### src/thermostat_relay_controller_unit_defines.svh
// Assertion macros shared by the thermostat relay controller RTL.
// Included by the top level; depends on nothing else.
`ifndef THERMOSTAT_RELAY_CONTROLLER_UNIT_DEFINES_SVH
`define THERMOSTAT_RELAY_CONTROLLER_UNIT_DEFINES_SVH

// Same-cycle implication, disabled while reset is asserted.
`define TRC_ASSERT_NOW(label, clk, rst_n, ante, cons) \
	label: assert property (@(posedge clk) disable iff (!rst_n) (ante) |-> (cons)) \
		else $error("assertion failed");

// Next-cycle implication, disabled while reset is asserted.
`define TRC_ASSERT_NEXT(label, clk, rst_n, ante, cons) \
	label: assert property (@(posedge clk) disable iff (!rst_n) (ante) |=> (cons)) \
		else $error("assertion failed");

`endif

### src/trc_pkg.sv
// Package for the thermostat relay controller: command, override and
// register index codes, and the configuration reset values. No dependencies.
package trc_pkg;

	typedef logic [1:0] cmd_t;
	typedef logic [1:0] ovr_t;
	typedef logic       reg_idx_t;

	localparam cmd_t CMD_EVAL  = 2'd0;
	localparam cmd_t CMD_SET   = 2'd1;
	localparam cmd_t CMD_CLEAR = 2'd2;

	localparam ovr_t OVR_NONE = 2'd0;
	localparam ovr_t OVR_ON   = 2'd1;
	localparam ovr_t OVR_OFF  = 2'd2;
	localparam ovr_t OVR_BAD  = 2'd3;

	localparam reg_idx_t REG_UPPER_LIMIT = 1'b0;
	localparam reg_idx_t REG_MIN_CYCLE   = 1'b1;

	localparam longint UPPER_LIMIT_RESET = 560;
	localparam longint MIN_CYCLE_RESET   = 300000;

endpackage

### src/trc_in_if.sv
// Request channel of the thermostat relay controller: valid/ready handshake
// and the fields of one input item. Uses the codes of trc_pkg.
interface trc_in_if #(
	parameter int TIME_BITS = 32,
	parameter int TEMP_BITS = 16
);
	logic                        valid;
	logic                        ready;
	trc_pkg::cmd_t               command;
	logic [TIME_BITS-1:0]        now_ms;
	logic signed [TEMP_BITS-1:0] temperature;
	logic signed [TEMP_BITS-1:0] on_below_temp;
	logic signed [TEMP_BITS-1:0] off_above_temp;
	logic                        schedule_on;
	logic                        reading_ok;
	trc_pkg::ovr_t               override_request;
	logic [TIME_BITS-1:0]        override_length_ms;

	modport source (
		output valid, command, now_ms, temperature, on_below_temp, off_above_temp,
		output schedule_on, reading_ok, override_request, override_length_ms,
		input  ready
	);

	modport sink (
		input  valid, command, now_ms, temperature, on_below_temp, off_above_temp,
		input  schedule_on, reading_ok, override_request, override_length_ms,
		output ready
	);
endinterface

### src/trc_out_if.sv
// Result channel of the thermostat relay controller: valid/ready handshake
// and the fields of one result item. Uses the codes of trc_pkg.
interface trc_out_if #(
	parameter int TIME_BITS = 32
);
	logic                 valid;
	logic                 ready;
	logic                 relay_state;
	logic                 relay_changed;
	logic                 cutoff_active;
	trc_pkg::ovr_t        override_now;
	logic [TIME_BITS-1:0] override_remaining_ms;
	logic [TIME_BITS-1:0] last_switch_ms;

	modport source (
		output valid, relay_state, relay_changed, cutoff_active, override_now,
		output override_remaining_ms, last_switch_ms,
		input  ready
	);

	modport sink (
		input  valid, relay_state, relay_changed, cutoff_active, override_now,
		input  override_remaining_ms, last_switch_ms,
		output ready
	);
endinterface

### src/thermostat_relay_controller_unit.sv
// Thermostat relay controller: an accepted item waits in the item register until the result
// register is free or being taken, then loads it; one item is accepted every cycle unless results stall.
// The item register feeds a single pass of comparators and subtractors that
// updates the relay, cutoff, override and switch stamp state and loads the result register.
// The asynchronous active-low reset turns the relay off, clears the override and stamp,
// empties both stages and loads the configuration registers with their defaults.
`include "thermostat_relay_controller_unit_defines.svh"

module thermostat_relay_controller_unit #(
	parameter int TIME_BITS = 32,
	parameter int TEMP_BITS = 16,
	localparam int DataW = (TIME_BITS > TEMP_BITS) ? TIME_BITS : TEMP_BITS
) (
	input  logic                clk,
	input  logic                arst_n,
	trc_in_if.sink              request,
	trc_out_if.source           result,
	input  logic                wr_en,
	input  trc_pkg::reg_idx_t   wr_index,
	input  logic [DataW-1:0]    wr_data
);

	// Item register.
	logic                        valid_s1;
	trc_pkg::cmd_t               command_s1;
	logic [TIME_BITS-1:0]        now_s1;
	logic signed [TEMP_BITS-1:0] temp_s1;
	logic signed [TEMP_BITS-1:0] open_s1;
	logic signed [TEMP_BITS-1:0] close_s1;
	logic                        sched_s1;
	logic                        sensor_s1;
	trc_pkg::ovr_t               req_s1;
	logic [TIME_BITS-1:0]        len_s1;

	// Configuration and controller state.
	logic signed [TEMP_BITS-1:0] upper_limit_q;
	logic [TIME_BITS-1:0]        min_cycle_q;
	logic                        relay_q;
	logic                        cutoff_q;
	trc_pkg::ovr_t               ovr_mode_q;
	logic [TIME_BITS-1:0]        ovr_start_q;
	logic [TIME_BITS-1:0]        ovr_len_q;
	logic [TIME_BITS-1:0]        last_switch_q;

	// Result register.
	logic                        out_valid_q;
	logic                        out_relay_q;
	logic                        out_changed_q;
	logic                        out_cutoff_q;
	trc_pkg::ovr_t               out_ovr_q;
	logic [TIME_BITS-1:0]        out_remaining_q;
	logic [TIME_BITS-1:0]        out_last_q;

	logic                        advance;
	logic [TIME_BITS-1:0]        ovr_elapsed;
	logic [TIME_BITS:0]          ovr_diff;
	logic                        ovr_running;
	logic                        ovr_expired;
	logic [TIME_BITS-1:0]        remaining_pre;
	trc_pkg::ovr_t               mode_eval;
	logic                        cutoff_c;
	logic                        may_switch;
	logic                        want;
	logic                        changed_c;
	logic                        relay_n;
	logic                        cutoff_n;
	trc_pkg::ovr_t               mode_n;
	logic [TIME_BITS-1:0]        start_n;
	logic [TIME_BITS-1:0]        len_n;
	logic [TIME_BITS-1:0]        last_n;
	logic [TIME_BITS-1:0]        remaining_n;

	assign advance       = valid_s1 && (!out_valid_q || result.ready);
	assign request.ready = !valid_s1 || advance;

	always_ff @(posedge clk or negedge arst_n) begin
		if (!arst_n) begin
			valid_s1 <= 1'b0;
		end else if (request.ready) begin
			valid_s1 <= request.valid;
		end
	end

	always_ff @(posedge clk) begin
		if (request.valid && request.ready) begin
			command_s1 <= request.command;
			now_s1     <= request.now_ms;
			temp_s1    <= request.temperature;
			open_s1    <= request.on_below_temp;
			close_s1   <= request.off_above_temp;
			sched_s1   <= request.schedule_on;
			sensor_s1  <= request.reading_ok;
			req_s1     <= request.override_request;
			len_s1     <= request.override_length_ms;
		end
	end

	// The override is still running while its elapsed time is below its length.
	assign ovr_elapsed   = now_s1 - ovr_start_q;
	assign ovr_diff      = {1'b0, ovr_len_q} - {1'b0, ovr_elapsed};
	assign ovr_running   = !ovr_diff[TIME_BITS] && (ovr_diff[TIME_BITS-1:0] != '0);
	assign ovr_expired   = (ovr_len_q != '0) && !ovr_running;
	assign remaining_pre = (ovr_mode_q != trc_pkg::OVR_NONE && ovr_len_q != '0 && ovr_running)
		? ovr_diff[TIME_BITS-1:0] : '0;
	assign mode_eval     = ovr_expired ? trc_pkg::OVR_NONE : ovr_mode_q;

	assign cutoff_c   = sensor_s1 && (temp_s1 >= upper_limit_q);
	assign may_switch = (last_switch_q == '0) || ((now_s1 - last_switch_q) >= min_cycle_q);

	always_comb begin
		if (cutoff_c) begin
			want = 1'b0;
		end else if (mode_eval == trc_pkg::OVR_ON) begin
			want = 1'b1;
		end else if (mode_eval == trc_pkg::OVR_OFF) begin
			want = 1'b0;
		end else if (!sensor_s1 || !sched_s1) begin
			want = 1'b0;
		end else if (temp_s1 < open_s1) begin
			want = 1'b1;
		end else if (temp_s1 > close_s1) begin
			want = 1'b0;
		end else begin
			want = relay_q;
		end
	end

	always_comb begin
		relay_n     = relay_q;
		cutoff_n    = cutoff_q;
		mode_n      = ovr_mode_q;
		start_n     = ovr_start_q;
		len_n       = ovr_len_q;
		last_n      = last_switch_q;
		changed_c   = 1'b0;
		remaining_n = remaining_pre;
		case (command_s1)
			trc_pkg::CMD_EVAL: begin
				if (ovr_expired) begin
					mode_n  = trc_pkg::OVR_NONE;
					start_n = '0;
					len_n   = '0;
				end
				cutoff_n = cutoff_c;
				if (want != relay_q && may_switch) begin
					relay_n   = want;
					last_n    = now_s1;
					changed_c = 1'b1;
				end
			end
			trc_pkg::CMD_SET: begin
				if (req_s1 != trc_pkg::OVR_BAD) begin
					mode_n      = req_s1;
					len_n       = len_s1;
					start_n     = (len_s1 != '0) ? now_s1 : '0;
					remaining_n = (req_s1 != trc_pkg::OVR_NONE) ? len_s1 : '0;
				end
			end
			trc_pkg::CMD_CLEAR: begin
				mode_n      = trc_pkg::OVR_NONE;
				start_n     = '0;
				len_n       = '0;
				remaining_n = '0;
			end
			default: begin
			end
		endcase
	end

	always_ff @(posedge clk or negedge arst_n) begin
		if (!arst_n) begin
			upper_limit_q <= TEMP_BITS'(trc_pkg::UPPER_LIMIT_RESET);
			min_cycle_q   <= TIME_BITS'(trc_pkg::MIN_CYCLE_RESET);
		end else if (wr_en) begin
			if (wr_index == trc_pkg::REG_UPPER_LIMIT) begin
				upper_limit_q <= wr_data[TEMP_BITS-1:0];
			end
			if (wr_index == trc_pkg::REG_MIN_CYCLE) begin
				min_cycle_q <= wr_data[TIME_BITS-1:0];
			end
		end
	end

	always_ff @(posedge clk or negedge arst_n) begin
		if (!arst_n) begin
			relay_q       <= 1'b0;
			cutoff_q      <= 1'b0;
			ovr_mode_q    <= trc_pkg::OVR_NONE;
			ovr_start_q   <= '0;
			ovr_len_q     <= '0;
			last_switch_q <= '0;
		end else if (advance) begin
			relay_q       <= relay_n;
			cutoff_q      <= cutoff_n;
			ovr_mode_q    <= mode_n;
			ovr_start_q   <= start_n;
			ovr_len_q     <= len_n;
			last_switch_q <= last_n;
		end
	end

	always_ff @(posedge clk or negedge arst_n) begin
		if (!arst_n) begin
			out_valid_q <= 1'b0;
		end else if (advance) begin
			out_valid_q <= 1'b1;
		end else if (result.ready) begin
			out_valid_q <= 1'b0;
		end
	end

	always_ff @(posedge clk) begin
		if (advance) begin
			out_relay_q     <= relay_n;
			out_changed_q   <= changed_c;
			out_cutoff_q    <= cutoff_n;
			out_ovr_q       <= mode_n;
			out_remaining_q <= remaining_n;
			out_last_q      <= last_n;
		end
	end

	assign result.valid                 = out_valid_q;
	assign result.relay_state           = out_relay_q;
	assign result.relay_changed         = out_changed_q;
	assign result.cutoff_active         = out_cutoff_q;
	assign result.override_now          = out_ovr_q;
	assign result.override_remaining_ms = out_remaining_q;
	assign result.last_switch_ms        = out_last_q;

	`TRC_ASSERT_NEXT(a_stamp_on_change, clk, arst_n, advance && changed_c, last_switch_q == $past(now_s1))
	`TRC_ASSERT_NEXT(a_relay_holds_idle, clk, arst_n, !advance, $stable(relay_q) && $stable(last_switch_q))
	`TRC_ASSERT_NEXT(a_cutoff_forces_off, clk, arst_n, advance && command_s1 == trc_pkg::CMD_EVAL && cutoff_c && may_switch, !relay_q)
	`TRC_ASSERT_NOW(a_mode_legal, clk, arst_n, 1'b1, ovr_mode_q != trc_pkg::OVR_BAD)

endmodule

### src/flat_wrapper.sv
// flat-port wrapper written by rule: the top's interface ports become plain ports
module thermostat_relay_controller_unit_flat 
#(
	parameter int TIME_BITS = 32,
	parameter int TEMP_BITS = 16,
	localparam int DataW = (TIME_BITS > TEMP_BITS) ? TIME_BITS : TEMP_BITS
)
  (clk, arst_n, wr_en, wr_index, wr_data, request_valid, request_command, request_now_ms, request_temperature, request_on_below_temp, request_off_above_temp, request_schedule_on, request_reading_ok, request_override_request, request_override_length_ms, request_ready, result_valid, result_relay_state, result_relay_changed, result_cutoff_active, result_override_now, result_override_remaining_ms, result_last_switch_ms, result_ready);
  trc_in_if #(.TIME_BITS(TIME_BITS), .TEMP_BITS(TEMP_BITS)) request_i ();
  trc_out_if #(.TIME_BITS(TIME_BITS)) result_i ();
  input  logic clk;
  input  logic arst_n;
  input  logic wr_en;
  input  trc_pkg::reg_idx_t wr_index;
  input  logic [DataW-1:0] wr_data;
  input wire logic [$bits(request_i.valid)-1:0] request_valid;
  input wire logic [$bits(request_i.command)-1:0] request_command;
  input wire logic [$bits(request_i.now_ms)-1:0] request_now_ms;
  input wire logic [$bits(request_i.temperature)-1:0] request_temperature;
  input wire logic [$bits(request_i.on_below_temp)-1:0] request_on_below_temp;
  input wire logic [$bits(request_i.off_above_temp)-1:0] request_off_above_temp;
  input wire logic [$bits(request_i.schedule_on)-1:0] request_schedule_on;
  input wire logic [$bits(request_i.reading_ok)-1:0] request_reading_ok;
  input wire logic [$bits(request_i.override_request)-1:0] request_override_request;
  input wire logic [$bits(request_i.override_length_ms)-1:0] request_override_length_ms;
  output wire logic [$bits(request_i.ready)-1:0] request_ready;
  output wire logic [$bits(result_i.valid)-1:0] result_valid;
  output wire logic [$bits(result_i.relay_state)-1:0] result_relay_state;
  output wire logic [$bits(result_i.relay_changed)-1:0] result_relay_changed;
  output wire logic [$bits(result_i.cutoff_active)-1:0] result_cutoff_active;
  output wire logic [$bits(result_i.override_now)-1:0] result_override_now;
  output wire logic [$bits(result_i.override_remaining_ms)-1:0] result_override_remaining_ms;
  output wire logic [$bits(result_i.last_switch_ms)-1:0] result_last_switch_ms;
  input wire logic [$bits(result_i.ready)-1:0] result_ready;
  assign request_i.valid = request_valid;
  assign request_i.command = request_command;
  assign request_i.now_ms = request_now_ms;
  assign request_i.temperature = request_temperature;
  assign request_i.on_below_temp = request_on_below_temp;
  assign request_i.off_above_temp = request_off_above_temp;
  assign request_i.schedule_on = request_schedule_on;
  assign request_i.reading_ok = request_reading_ok;
  assign request_i.override_request = request_override_request;
  assign request_i.override_length_ms = request_override_length_ms;
  assign request_ready = request_i.ready;
  assign result_valid = result_i.valid;
  assign result_relay_state = result_i.relay_state;
  assign result_relay_changed = result_i.relay_changed;
  assign result_cutoff_active = result_i.cutoff_active;
  assign result_override_now = result_i.override_now;
  assign result_override_remaining_ms = result_i.override_remaining_ms;
  assign result_last_switch_ms = result_i.last_switch_ms;
  assign result_i.ready = result_ready;
  thermostat_relay_controller_unit #(.TIME_BITS(TIME_BITS), .TEMP_BITS(TEMP_BITS)) u_core (.clk(clk), .arst_n(arst_n), .request(request_i), .result(result_i), .wr_en(wr_en), .wr_index(wr_index), .wr_data(wr_data));
endmodule
### config.mk
export PLATFORM = sky130hd
export DESIGN_NAME = thermostat_relay_controller_unit_flat
export DESIGN_NICKNAME = d
export VERILOG_FILES = /design/src/trc_pkg.sv /design/src/trc_in_if.sv /design/src/trc_out_if.sv /design/src/thermostat_relay_controller_unit.sv /design/src/flat_wrapper.sv
export VERILOG_INCLUDE_DIRS = /design/src /design/src/src
export SDC_FILE = /design/constraint.sdc
export NUM_CORES = 1
export LEC_CHECK = 0
export ABC_CLOCK_PERIOD_IN_PS = 6200
export BUFFER_PORTS_ARGS = -buffer_cell sky130_fd_sc_hd__buf_2
export CAP_MARGIN = 20
export CORE_AREA = 5 5 221 180
export DETAILED_ROUTE_END_ITERATION = 10
export DIE_AREA = 0 0 226 185
export HOLD_SLACK_MARGIN = 0.08
export PLACE_DENSITY_LB_ADDON = 0.15
export RECOVER_POWER = 50
export SYNTH_ARGS = -nofsm -noshare
export SYNTH_HDL_FRONTEND = slang
export SYNTH_SLANG_ARGS = --single-unit
### constraint.sdc
create_clock -name clk -period 6.2 [get_ports clk]
set_clock_uncertainty 0.05 [all_clocks]
set_input_delay 0.62 -clock clk [delete_from_list [all_inputs] [get_ports clk]]
set_output_delay 0.62 -clock clk [all_outputs]
set_load 0.05 [all_outputs]
# ---- Word level (Yosys, flattened, before mapping)
# Index checks and enable logic that the tools add are counted.
# Widths: inputs -> output; s select.
dict set report totals {
  register_bits 337
  output_inout_bits 71
  wordCells 98
}
dict set report classes {
  n_addsub 3
  order_cmp 4
  n_eq_ne 8
  muxes 27
  n_bitwise 1
  reduce_logical 30
}
# cell n
set ops {}
lappend ops {{$mux 32} 9}
lappend ops {{$pmux 32 s3} 2}
lappend ops {{$reduce_bool 32->1} 3}
lappend ops {{$pmux 32 s2} 1}
lappend ops {{$sub 32x32->32} 2}
lappend ops {{$sub 32x32->33} 1}
lappend ops {{$ge 32x32->1} 1}
lappend ops {{$logic_not 32->1} 1}
lappend ops {{$ge 16x16->1} 1}
lappend ops {{$gt 16x16->1} 1}
lappend ops {{$lt 16x16->1} 1}
lappend ops {{$mux 1} 12}
lappend ops {{$logic_and 1x1->1} 8}
lappend ops {{$logic_not 1->1} 6}
lappend ops {{$pmux 2 s3} 1}
lappend ops {{$reduce_bool 2->1} 3}
lappend ops {{$eq 2x1->1 const B} 2}
lappend ops {{$eq 2x2->1 const B} 2}
lappend ops {{$logic_or 1x1->1} 4}
lappend ops {{$mux 2} 2}
lappend ops {{$ne 2x1->1 const B} 2}
lappend ops {{$reduce_and 2->1} 2}
lappend ops {{$reduce_and 4->1} 1}
lappend ops {{$reduce_bool 3->1} 1}
lappend ops {{4 further kinds} 4}

# ---- Depth between registers and ports, before layout
# Gate-level depths: netlist of run 1.
dict set report depth {
  word_depth 15
  ltp_mapped 31
}

# ---- Worst setup path before layout of run 1
# Ideal clock, no wire load.
dict set report synth_path {
  path_kind {register to register}
  startpoint {register u_core.now_s1[0]}
  endpoint {register u_core.out_last_q[10], in the netlist u_core.result.last_switch_ms[10], data pin}
  setup_ns 0.260
  t_arrival_ns 6.082
  t_required_ns 5.890
  path_slack_ns -0.192
  stages_incl_launch_ff 30
  n_path_buf 1
  cell_sequence {edfxtp_1 > inv_1 > ha_1 > fa_1 > nor2b_1 > o21ai_0 > a21oi_1 > o21bai_1 > a211o_1 > a31oi_1 > a211oi_1 > o31ai_1 > o21ai_0 > nand2b_1 > a21oi_1 > xor2_1 > ha_1 > a21o_1 > a21o_1 > a21o_1 > or4_1 > nand4_1 > a311oi_1 > nor4_1 > nand4b_1 > a31o_1 > nand2_2 > mux2i_4 > buf_6 > mux2_2}
}
dict set report synth_via {
  elab_chain_len 15
  word_cells_on_any_way 20
}
# item line_no
set synth_lines {}
lappend synth_lines {{start: declaration} thermostat_relay_controller_unit.sv:26} ;# logic [TIME_BITS-1:0] now_s1;
lappend synth_lines {{start signal: assignment} thermostat_relay_controller_unit.sv:87} ;# now_s1 <= request.now_ms;
lappend synth_lines {{$sub 32x32->32} thermostat_relay_controller_unit.sv:99} ;# assign ovr_elapsed = now_s1 - ovr_start_q;
lappend synth_lines {{$sub 32x32->33} thermostat_relay_controller_unit.sv:100} ;# assign ovr_diff = {1'b0, ovr_len_q} - {1'b0, ovr_elapsed};
lappend synth_lines {{$reduce_bool 32->1 / $logic_not 1->1 (equally long branches)} thermostat_relay_controller_unit.sv:101} ;# assign ovr_running = !ovr_diff[TIME_BITS] && (ovr_diff[TIME_BITS-1:0] != '0);
lappend synth_lines {{$logic_and 1x1->1} thermostat_relay_controller_unit.sv:101}
lappend synth_lines {{$logic_not 1->1} thermostat_relay_controller_unit.sv:102} ;# assign ovr_expired = (ovr_len_q != '0) && !ovr_running;
lappend synth_lines {{$logic_and 1x1->1} thermostat_relay_controller_unit.sv:102}
lappend synth_lines {{$mux 2} thermostat_relay_controller_unit.sv:105} ;# assign mode_eval = ovr_expired ? trc_pkg::OVR_NONE : ovr_mode_q;
lappend synth_lines {{$eq 2x2->1} thermostat_relay_controller_unit.sv:115} ;# end else if (mode_eval == trc_pkg::OVR_OFF) begin
lappend synth_lines {{$mux 1} thermostat_relay_controller_unit.sv:115}
lappend synth_lines {{$mux 1} thermostat_relay_controller_unit.sv:113} ;# end else if (mode_eval == trc_pkg::OVR_ON) begin
lappend synth_lines {{$mux 1} thermostat_relay_controller_unit.sv:111} ;# if (cutoff_c) begin
lappend synth_lines {{$ne 1x1->1} thermostat_relay_controller_unit.sv:145} ;# if (want != relay_q && may_switch) begin
lappend synth_lines {{$logic_and 1x1->1 (*)} thermostat_relay_controller_unit.sv:145}
lappend synth_lines {{$mux 32 (*)} thermostat_relay_controller_unit.sv:145}
lappend synth_lines {{$mux 32 (*)} thermostat_relay_controller_unit.sv:137} ;# case (command_s1)
lappend synth_lines {{via u_core.last_n[10]} thermostat_relay_controller_unit.sv:70} ;# logic [TIME_BITS-1:0] last_n;
lappend synth_lines {{end signal: assignment} thermostat_relay_controller_unit.sv:219} ;# out_last_q <= last_n;
lappend synth_lines {{end: declaration} thermostat_relay_controller_unit.sv:52} ;# logic [TIME_BITS-1:0] out_last_q;
# The timed path passes the listed nets; every way through them passes the cells marked *.
# A chain may end at the register's enable or synchronous reset.

# ---- Final worst setup path of run 1
dict set report layout_path {
  startpoint {register u_core.ovr_start_q[0]}
  endpoint {register u_core.out_last_q[2], in the netlist u_core.result.last_switch_ms[2], data pin}
}
dict set report layout_via {
  elab_chain_len 15
  word_cells_on_any_way 17
}
# item line_no
set layout_lines {}
lappend layout_lines {{start: declaration} thermostat_relay_controller_unit.sv:41} ;# logic [TIME_BITS-1:0] ovr_start_q;
lappend layout_lines {{start signal: assignment} thermostat_relay_controller_unit.sv:196} ;# ovr_start_q <= start_n;
lappend layout_lines {{$sub 32x32->32 (*)} thermostat_relay_controller_unit.sv:99}
lappend layout_lines {{$sub 32x32->33 (*)} thermostat_relay_controller_unit.sv:100}
lappend layout_lines {{$reduce_bool 32->1 / $logic_not 1->1 (equally long branches)} thermostat_relay_controller_unit.sv:101}
lappend layout_lines {{$logic_and 1x1->1 (*)} thermostat_relay_controller_unit.sv:101}
lappend layout_lines {{$logic_not 1->1 (*)} thermostat_relay_controller_unit.sv:102}
lappend layout_lines {{$logic_and 1x1->1 (*)} thermostat_relay_controller_unit.sv:102}
lappend layout_lines {{$mux 2 (*)} thermostat_relay_controller_unit.sv:105}
lappend layout_lines {{$eq 2x2->1} thermostat_relay_controller_unit.sv:115}
lappend layout_lines {{$mux 1} thermostat_relay_controller_unit.sv:115}
lappend layout_lines {{$mux 1 (*)} thermostat_relay_controller_unit.sv:113}
lappend layout_lines {{$mux 1 (*)} thermostat_relay_controller_unit.sv:111}
lappend layout_lines {{$ne 1x1->1 (*)} thermostat_relay_controller_unit.sv:145}
lappend layout_lines {{$logic_and 1x1->1 (*)} thermostat_relay_controller_unit.sv:145}
lappend layout_lines {{$mux 32 (*)} thermostat_relay_controller_unit.sv:145}
lappend layout_lines {{$mux 32 (*)} thermostat_relay_controller_unit.sv:137}
lappend layout_lines {{via u_core.last_n[2]} thermostat_relay_controller_unit.sv:70}
# Marks and branches as above.

==> results of run 1 <==
[sequential cells by signal (all words and copies together) (netlist names), 2 cells and up]
name,flops
u_core.last_switch_q,32
u_core.len_s1,32
u_core.min_cycle_q,32
u_core.now_s1,32
u_core.ovr_len_q,32
u_core.ovr_start_q,32
u_core.result.last_switch_ms,32
u_core.result.override_remaining_ms,32
u_core.close_s1,16
u_core.open_s1,16
u_core.temp_s1,16
u_core.upper_limit_q,16
u_core.command_s1,2
u_core.ovr_mode_q,2
u_core.req_s1,2
u_core.result.override_now,2
[logic make-up after synthesis]
| family | Yosys count | share of synthesized area |
|---|---|---|
| xor+xnor | 75 | 0.0330 |
| compound gates | 378 | 0.127 |
| flops | 337 | 0.471 |
| fa+ha+maj | 179 | 0.114 |
| buf+inv | 256 | 0.0524 |
| simple gates | 441 | 0.110 |
| mux | 170 | 0.0929 |
[metal layers]
metal,vias up,track usage,wire [um]
met2,461,0.374,23500
li1,7422,-,-
met3,78,0.0368,3430
met1,7362,0.387,26100
met4,0,0.0675,1480
met5,-,0,0
[synthesized netlist by cell type (8+ instances only)]
cell / n
sky130_fd_sc_hd__inv_1: 213
sky130_fd_sc_hd__edfxtp_1: 187
sky130_fd_sc_hd__ha_1: 176
sky130_fd_sc_hd__nand2_1: 143
sky130_fd_sc_hd__dfrtp_1: 139
sky130_fd_sc_hd__a21oi_1: 91
sky130_fd_sc_hd__nor2_1: 84
sky130_fd_sc_hd__mux2_2: 83
sky130_fd_sc_hd__o21ai_0: 81
sky130_fd_sc_hd__mux2i_1: 69
sky130_fd_sc_hd__a21o_1: 47
sky130_fd_sc_hd__xnor2_1: 46
sky130_fd_sc_hd__nor4_1: 35
sky130_fd_sc_hd__a22o_1: 33
sky130_fd_sc_hd__xor2_1: 29
sky130_fd_sc_hd__nand4_1: 26
sky130_fd_sc_hd__nand2b_1: 24
sky130_fd_sc_hd__nand3_1: 24
sky130_fd_sc_hd__o21a_1: 22
sky130_fd_sc_hd__nor3_1: 21
sky130_fd_sc_hd__nor2b_1: 20
sky130_fd_sc_hd__clkbuf_1: 18
sky130_fd_sc_hd__mux2_1: 16
sky130_fd_sc_hd__and3_1: 12
sky130_fd_sc_hd__a211oi_1: 11
sky130_fd_sc_hd__a31oi_1: 11
sky130_fd_sc_hd__dfstp_2: 11
sky130_fd_sc_hd__or2_2: 9
sky130_fd_sc_hd__or3_1: 9
sky130_fd_sc_hd__o211ai_1: 8
sky130_fd_sc_hd__o21bai_1: 8
[area by class of cell]
cell class / count / area share
Tap cell: 495 / 0.0252
Clock inverter: 20 / 0.00850
Clock buffer: 44 / 0.0383
Timing Repair Buffer: 388 / 0.107
Sequential cell: 337 / 0.382
Multi-Input combinational cell: 1243 / 0.407
Inverter: 213 / 0.0325
[power breakdown]
| group | switching, mW | internal (mW) |
|---|---|---|
| combinational | 2.67 | 2.24 |
| clock | 0.904 | 1.22 |
| sequential | 0.299 | 2.77 |
[stage by stage]
| step | setup WS (ns) | TNS [ns] | instance area, um2 | total power, mW | instances |
|---|---|---|---|---|---|
| after floorplan | 0.0124 | 0 | 19900 | 6.04 | 1836 |
| after global placement | -0.293 | -29.58 | 22400 | 7.43 | 2635 |
| after detailed placement | -0.442 | -54.54 | 22400 | 7.53 | 2635 |
| after CTS | -0.303 | -16.91 | 24200 | 9.92 | 2730 |
| after global routing | -0.571 | -60.31 | 24600 | 10.7 | 2740 |
| final | -0.257 | -12.89 | 24600 | 10.1 | 2740 |
[how the worst max path moves through the flow]
stage | startpoint | endpoint | slack, ns
after CTS | u_core.ovr_start_q[0] | u_core.result.last_switch_ms[25] | -0.30
after global routing | u_core.ovr_start_q[0] | u_core.result.last_switch_ms[2] | -0.57
after floorplan | u_core.now_s1[0] | u_core.result.last_switch_ms[10] | 0.01
after global placement | u_core.now_s1[0] | u_core.result.last_switch_ms[0] | -0.29
after detailed placement | u_core.ovr_start_q[0] | u_core.result.last_switch_ms[24] | -0.44
final | u_core.ovr_start_q[0] | u_core.result.last_switch_ms[2] | -0.26
[repair_timing]
| action | CTS | global route |
|---|---|---|
| resized for setup | 70 | 75 |
| hold buffers | 0 | 0 |
| cloned | 5 | 7 |
| setup endpoints to repair | 164 | 167 |
| pin swaps | 44 | 30 |
| setup buffers | 26 | 7 |
| endpoints found under the hold margin | 0 | 0 |
==> flow_summary_export.csv, run 1 <==
group,metric,value,unit
run_status,status,"complete, but fails checks",
run_status,failed_checks,"max-capacitance violations, max-slew violations, negative setup slack",
logic_synthesis,yosys.cell_types.count,77,
floorplanning,starting_density_of_the_core,0.530,
floorplanning,overall_die_area,41800,um2
sta,rsz_0062_raised_after_global_routing,"true",
drt,drt.antenna.violating_nets,0,
pwr,ir_worst_vdd,0.286,mV
clock_network,clock_tree.htree_level_count,2,
floorplanning,die_h,185,um
sta,finalWorstSetupSlack,-0.257,ns
logic_synthesis,yosysSeqAreaShare,0.471,
logic_synthesis,yosys_most_used_dff,"sky130_fd_sc_hd__edfxtp_1",
sta,achievable-frequency,155,MHz
sta,max_slew_margin,-2.33,
floorplanning,core_region_area,37600,um2
logic_synthesis,postSynthRegisterBits,337,
drt,route.detailed.wl_per_inst,19.9,um
drt,detailedRoute.firstIterationViolations,1246,
sta,final.hold.worst_slack,0.202,ns
clock_network,cts.root.buffer_cell,"sky130_fd_sc_hd__clkbuf_16",
worst_setup_path,logic_depth_of_the_worst_register_to_register_path,32,
logic_synthesis,synth_top_area_cell,"sky130_fd_sc_hd__edfxtp_1",
worst_setup_path,worst-path-buf-inv,4,
worst_setup_path,end_kind,"flop",
logic_synthesis,ys_async_sr_fraction,0.445,
finish,drive_above_1_share,0.263,
run,drv.max_cap_violation_count,2,
worst_setup_path,rrSetupSlack,-0.26,ns
worst_setup_path,setup.worst_path.class,"reg2reg",
drt,drt_pass1_iterations,6,
worst_setup_path,cpMaxStageDelayCell,"sky130_fd_sc_hd__dfrtp_1",
placed_design,routabilityCongestion,0.909,
hold_path,holdPathEnd,"u_core.open_s1[1]",
global_route,gr-usage-all-layers,0.251,
hold_path,min-delay-path-class,"in2reg",
finish,areaGrowthSynthToFinish,23.4,%
sta,period_share,1.04,
global_route,global_route_wire_length_before_repair,83100,um
placed_design,hpwlAfterDp,39700,um
logic_synthesis,synth_fp_nets,2171,
clock_network,tritoncts_clock_tree,"built",
hold_path,holdPathStages,1,
logic_synthesis,count_of_mapped_cells_out_of_synthesis,1836,
finish,layout.filler_cells,3021,
sta,finalWorstPathRequiredPeriod,6.46,ns
sta,finalMaxSlewViolations,123,
worst_setup_path,crit_path_max_fanout,8,
pwr,power.density,411,nW/um2
worst_setup_path,timing.critical_path.max_delay_family,"compound AO/OA/AOI/OAI gates",
worst_setup_path,startpoint_type,"flop",
logic_synthesis,yosysWarnings,0,
hold_path,holdCritStartpoint,"request_on_below_temp[1]",
global_route,grt_pass1_vias,15116,
placed_design,port-buffer-count,226,
worst_setup_path,terminus_of_the_critical_flop_to_flop_path,"u_core.result.last_switch_ms[2]",
finish,multi_input_area,10000,um2
floorplanning,die_wd,226,um
global_route,antenna_found_initial,0,
sta,worst_pin_slew,5.00,ns
sta,hold_viol_final,0,
drt,drt-total-wl,54500,um
clock_network,clk-insertion-delay-late,0.54,ns
worst_setup_path,crit_required,6.44,ns
worst_setup_path,maximum_single_stage_delay_on_the_critical_path,0.42,ns
drt,drt-vias-per-instance,5.59,
logic_synthesis,netlist_area_before_placement,19900,um2
global_route,grt_max_degree,90,
worst_setup_path,timing.critical_path.arrival,6.70,ns
clock_network,cts.sink_count,337,
worst_setup_path,cp.depth,32,
finish,antenna_diode_count,0,
logic_synthesis,synth_area_per_cell,10.9,um2
finish,layout_common_cells,"210 x sky130_fd_sc_hd__inv_1, 193 x sky130_fd_sc_hd__buf_2, 187 x sky130_fd_sc_hd__edfxtp_1",
finish,final_core_util,0.655,
logic_synthesis,synth_edf_count,187,
finish,fin_nets,2553,
pwr,leakage_power,11.2,nW
logic_synthesis,post-synth-top-area-fraction,0.282,
drt,detail_route.drc_violations,0,
logic_synthesis,synthTopCellsByArea,"sky130_fd_sc_hd__edfxtp_1 28%, sky130_fd_sc_hd__dfrtp_1 17%, sky130_fd_sc_hd__ha_1 11%",
finish,layout.cells.most_common,"sky130_fd_sc_hd__inv_1",
global_route,overflow,0,
floorplanning,num_io_pins,227,
floorplanning,fp-row-count,64,
clock_network,clkSlewWorstSetupHoldPaths,0.06,ns
worst_setup_path,reg2reg_from,"u_core.ovr_start_q[0]",
clock_network,total_cts_buffers,35,
drt,routed-via-count,15323,
finish,sequential_cell_area,9380,um2
sta,setup_violations,107,
clock_network,cts-root-to-sink-buffers,3,
No activity file was read; power rests on OpenSTA's default activity.
==> inputs of run 2 (changes only) <==
--- a/config.mk
+++ b/config.mk
@@ -9,9 +9,9 @@
 export ABC_CLOCK_PERIOD_IN_PS = 6200
 export BUFFER_PORTS_ARGS = -buffer_cell sky130_fd_sc_hd__buf_2
 export CAP_MARGIN = 20
-export CORE_AREA = 5 5 221 180
+export CORE_AREA = 5 5 227 185
 export DETAILED_ROUTE_END_ITERATION = 10
-export DIE_AREA = 0 0 226 185
+export DIE_AREA = 0 0 232 190
 export HOLD_SLACK_MARGIN = 0.08
 export PLACE_DENSITY_LB_ADDON = 0.15
 export RECOVER_POWER = 50
==> run 2 against run 1 <==
- the flow still finishes with violations (max-capacitance violations, max-slew violations, negative setup slack)
- combinational power grew 2%
- largest power group unchanged
- first-iteration DRC count shrank 13%
- setup slack gained 0.055 ns
- routed wire length grew 1.4%
==> flow_summary_export.csv, run 2 (synthesized netlist as in run 1, its figures left out) <==
group,metric,value,unit
drt,detailedRoute.firstIterationViolations,1079,
worst_setup_path,timing.critical_path.arrival,6.64,ns
worst_setup_path,end_kind,"flop",
finish,layout_common_cells,"216 x sky130_fd_sc_hd__buf_2, 210 x sky130_fd_sc_hd__inv_1, 187 x sky130_fd_sc_hd__edfxtp_1",
drt,route.detailed.wl_per_inst,19.7,um
worst_setup_path,maximum_single_stage_delay_on_the_critical_path,0.47,ns
clock_network,cts.sink_count,337,
clock_network,total_cts_buffers,36,
placed_design,dp_worst_setup_slack,-0.457,ns
finish,areaGrowthSynthToFinish,25.1,%
clock_network,clk-insertion-delay-late,0.55,ns
placed_design,placed_cell_area,22600,um2
hold_path,holdCritStartpoint,"request_temperature[4]",
sta,period_share,1.03,
clock_network,cts-root-to-sink-buffers,3,
worst_setup_path,rrSetupSlack,-0.20,ns
floorplanning,core_region_area,39800,um2
drt,drt_pass1_iterations,5,
global_route,grt_pass1_vias,15394,
worst_setup_path,critPathMostFrequentCell,"sky130_fd_sc_hd__a21o_1",
sta,worst_pin_slew,5.08,ns
pwr,power.total,10.3,mW
placed_design,hpwlAfterDp,40700,um
hold_path,min-delay-path-class,"in2reg",
worst_setup_path,logic_depth_of_the_worst_register_to_register_path,30,
sta,rsz_0062_raised_after_global_routing,"true",
global_route,global_route_wire_length_before_repair,84300,um
sta,finalWorstSetupSlack,-0.202,ns
global_route,gr-usage-all-layers,0.239,
floorplanning,overall_die_area,44100,um2
sta,setup_violations,64,
finish,multi_input_area,10000,um2
floorplanning,fp-row-count,66,
placed_design,port-buffer-count,226,
worst_setup_path,crit_path_max_fanout,4,
run_status,failed_checks,"max-capacitance violations, max-slew violations, negative setup slack",
finish,sequential_cell_area,9380,um2
global_route,grt_max_degree,91,
drt,drt-total-wl,55300,um
sta,finalMaxSlewViolations,172,
finish,fin_area,24900,um2
drt,detail_route.drc_violations,0,
worst_setup_path,startpoint_type,"flop",
placed_design,routabilityCongestion,0.933,
floorplanning,starting_density_of_the_core,0.501,
finish,drive_above_1_share,0.282,
worst_setup_path,setup.worst_path.start,"u_core.now_s1[0]",
drt,routed-via-count,15466,
finish,layout.cells.most_common,"sky130_fd_sc_hd__buf_2",
pwr,leakage_power,11.5,nW
worst_setup_path,worst-path-buf-inv,3,
worst_setup_path,cpMaxStageDelayCell,"sky130_fd_sc_hd__or4_1",
sta,finalWorstPathRequiredPeriod,6.40,ns
global_route,antenna_found_initial,0,
worst_setup_path,setup.worst_path.class,"reg2reg",
worst_setup_path,crit_required,6.43,ns
clock_network,clkSlewWorstSetupHoldPaths,0.06,ns
hold_path,holdPathStages,1,
drt,drt.antenna.violating_nets,0,
global_route,overflow,0,
clock_network,tritoncts_clock_tree,"built",
clock_network,cts.root.buffer_cell,"sky130_fd_sc_hd__clkbuf_16",
worst_setup_path,terminus_of_the_critical_flop_to_flop_path,"u_core.result.last_switch_ms[30]",
finish,final_core_util,0.626,
worst_setup_path,timing.critical_path.max_delay_family,"compound AO/OA/AOI/OAI gates",
sta,achievable-frequency,156,MHz
floorplanning,num_io_pins,227,
worst_setup_path,reg2reg_from,"u_core.now_s1[0]",
run,drv.max_cap_violation_count,3,
floorplanning,die_wd,232,um
finish,layout.filler_cells,3291,
pwr,ir_worst_vdd,0.304,mV
drt,drt-vias-per-instance,5.50,
worst_setup_path,cp.depth,30,
finish,fin_nets,2573,
pwr,power.density,413,nW/um2
run_status,status,"complete, but fails checks",
clock_network,clock_tree.htree_level_count,2,
floorplanning,die_h,190,um
hold_path,holdPathEnd,"u_core.temp_s1[4]",
sta,hold_viol_final,0,
sta,max_slew_margin,-2.39,
clock_network,cts-hold-fix-buffers,0,
## run 2: per-layer routing
metal	global-route usage	up-vias	wire length, um
li1	-	7471	-
met1	0.368	7518	27500
met2	0.361	401	23800
met3	0.0345	76	2780
met4	0.0527	0	1190
met5	0	-	0
## run 2: metrics by stage
stage	TNS (ns)	hold WS (ns)	std cells
after floorplan	0	0.274	1836
after global placement	-19.11	0.410	2700
after detailed placement	-40.82	0.430	2700
after CTS	-5.15	0.140	2791
after global routing	-34.44	0.166	2810
final	-8.18	0.193	2811
## run 2: layout make-up
cell class | count | area share
sequential | 337 | 0.376
tap | 544 | 0.0273
inverter | 213 | 0.0321
timing repair buffer | 407 | 0.113
multi-input combinational | 1243 | 0.403
clock buffer | 47 | 0.0411
antenna | 1 | 0.000100
clock inverter | 19 | 0.00733
## run 2: power by group
part / internal, mW / total (mW) / switching [mW]
combinational: 2.34 / 5.03 / 2.69
sequential: 2.77 / 3.08 / 0.305
clock: 1.27 / 2.19 / 0.926
## run 2: worst max-delay path by stage
stage / to / slack, ns
after floorplan: u_core.result.last_switch_ms[10] / 0.01
after global placement: u_core.result.last_switch_ms[2] / -0.29
after detailed placement: u_core.result.last_switch_ms[18] / -0.46
after CTS: u_core.result.last_switch_ms[18] / -0.11
after global routing: u_core.result.last_switch_ms[30] / -0.45
final: u_core.result.last_switch_ms[30] / -0.20
## run 2: worst reg2reg max path, delay by kind of cell (launching register included)
| family | cells | cell delay [ns] |
|---|---|---|
| AO/OA/AOI/OAI | 14 | 2.29 |
| AND/OR/NAND/NOR | 7 | 1.44 |
| adder cells (fa/ha/maj) | 3 | 0.84 |
| multiplexers | 2 | 0.60 |
| buffers and inverters | 3 | 0.40 |
| flip-flops | 1 | 0.36 |
| XOR/XNOR | 1 | 0.15 |
## run 2: repair_timing
action | 4_1_cts | 5_1_grt
buffers inserted | 22 | 12
endpoints found under the setup margin | 161 | 164
resized for setup | 58 | 94
gates cloned | 4 | 8
pin swaps | 30 | 17
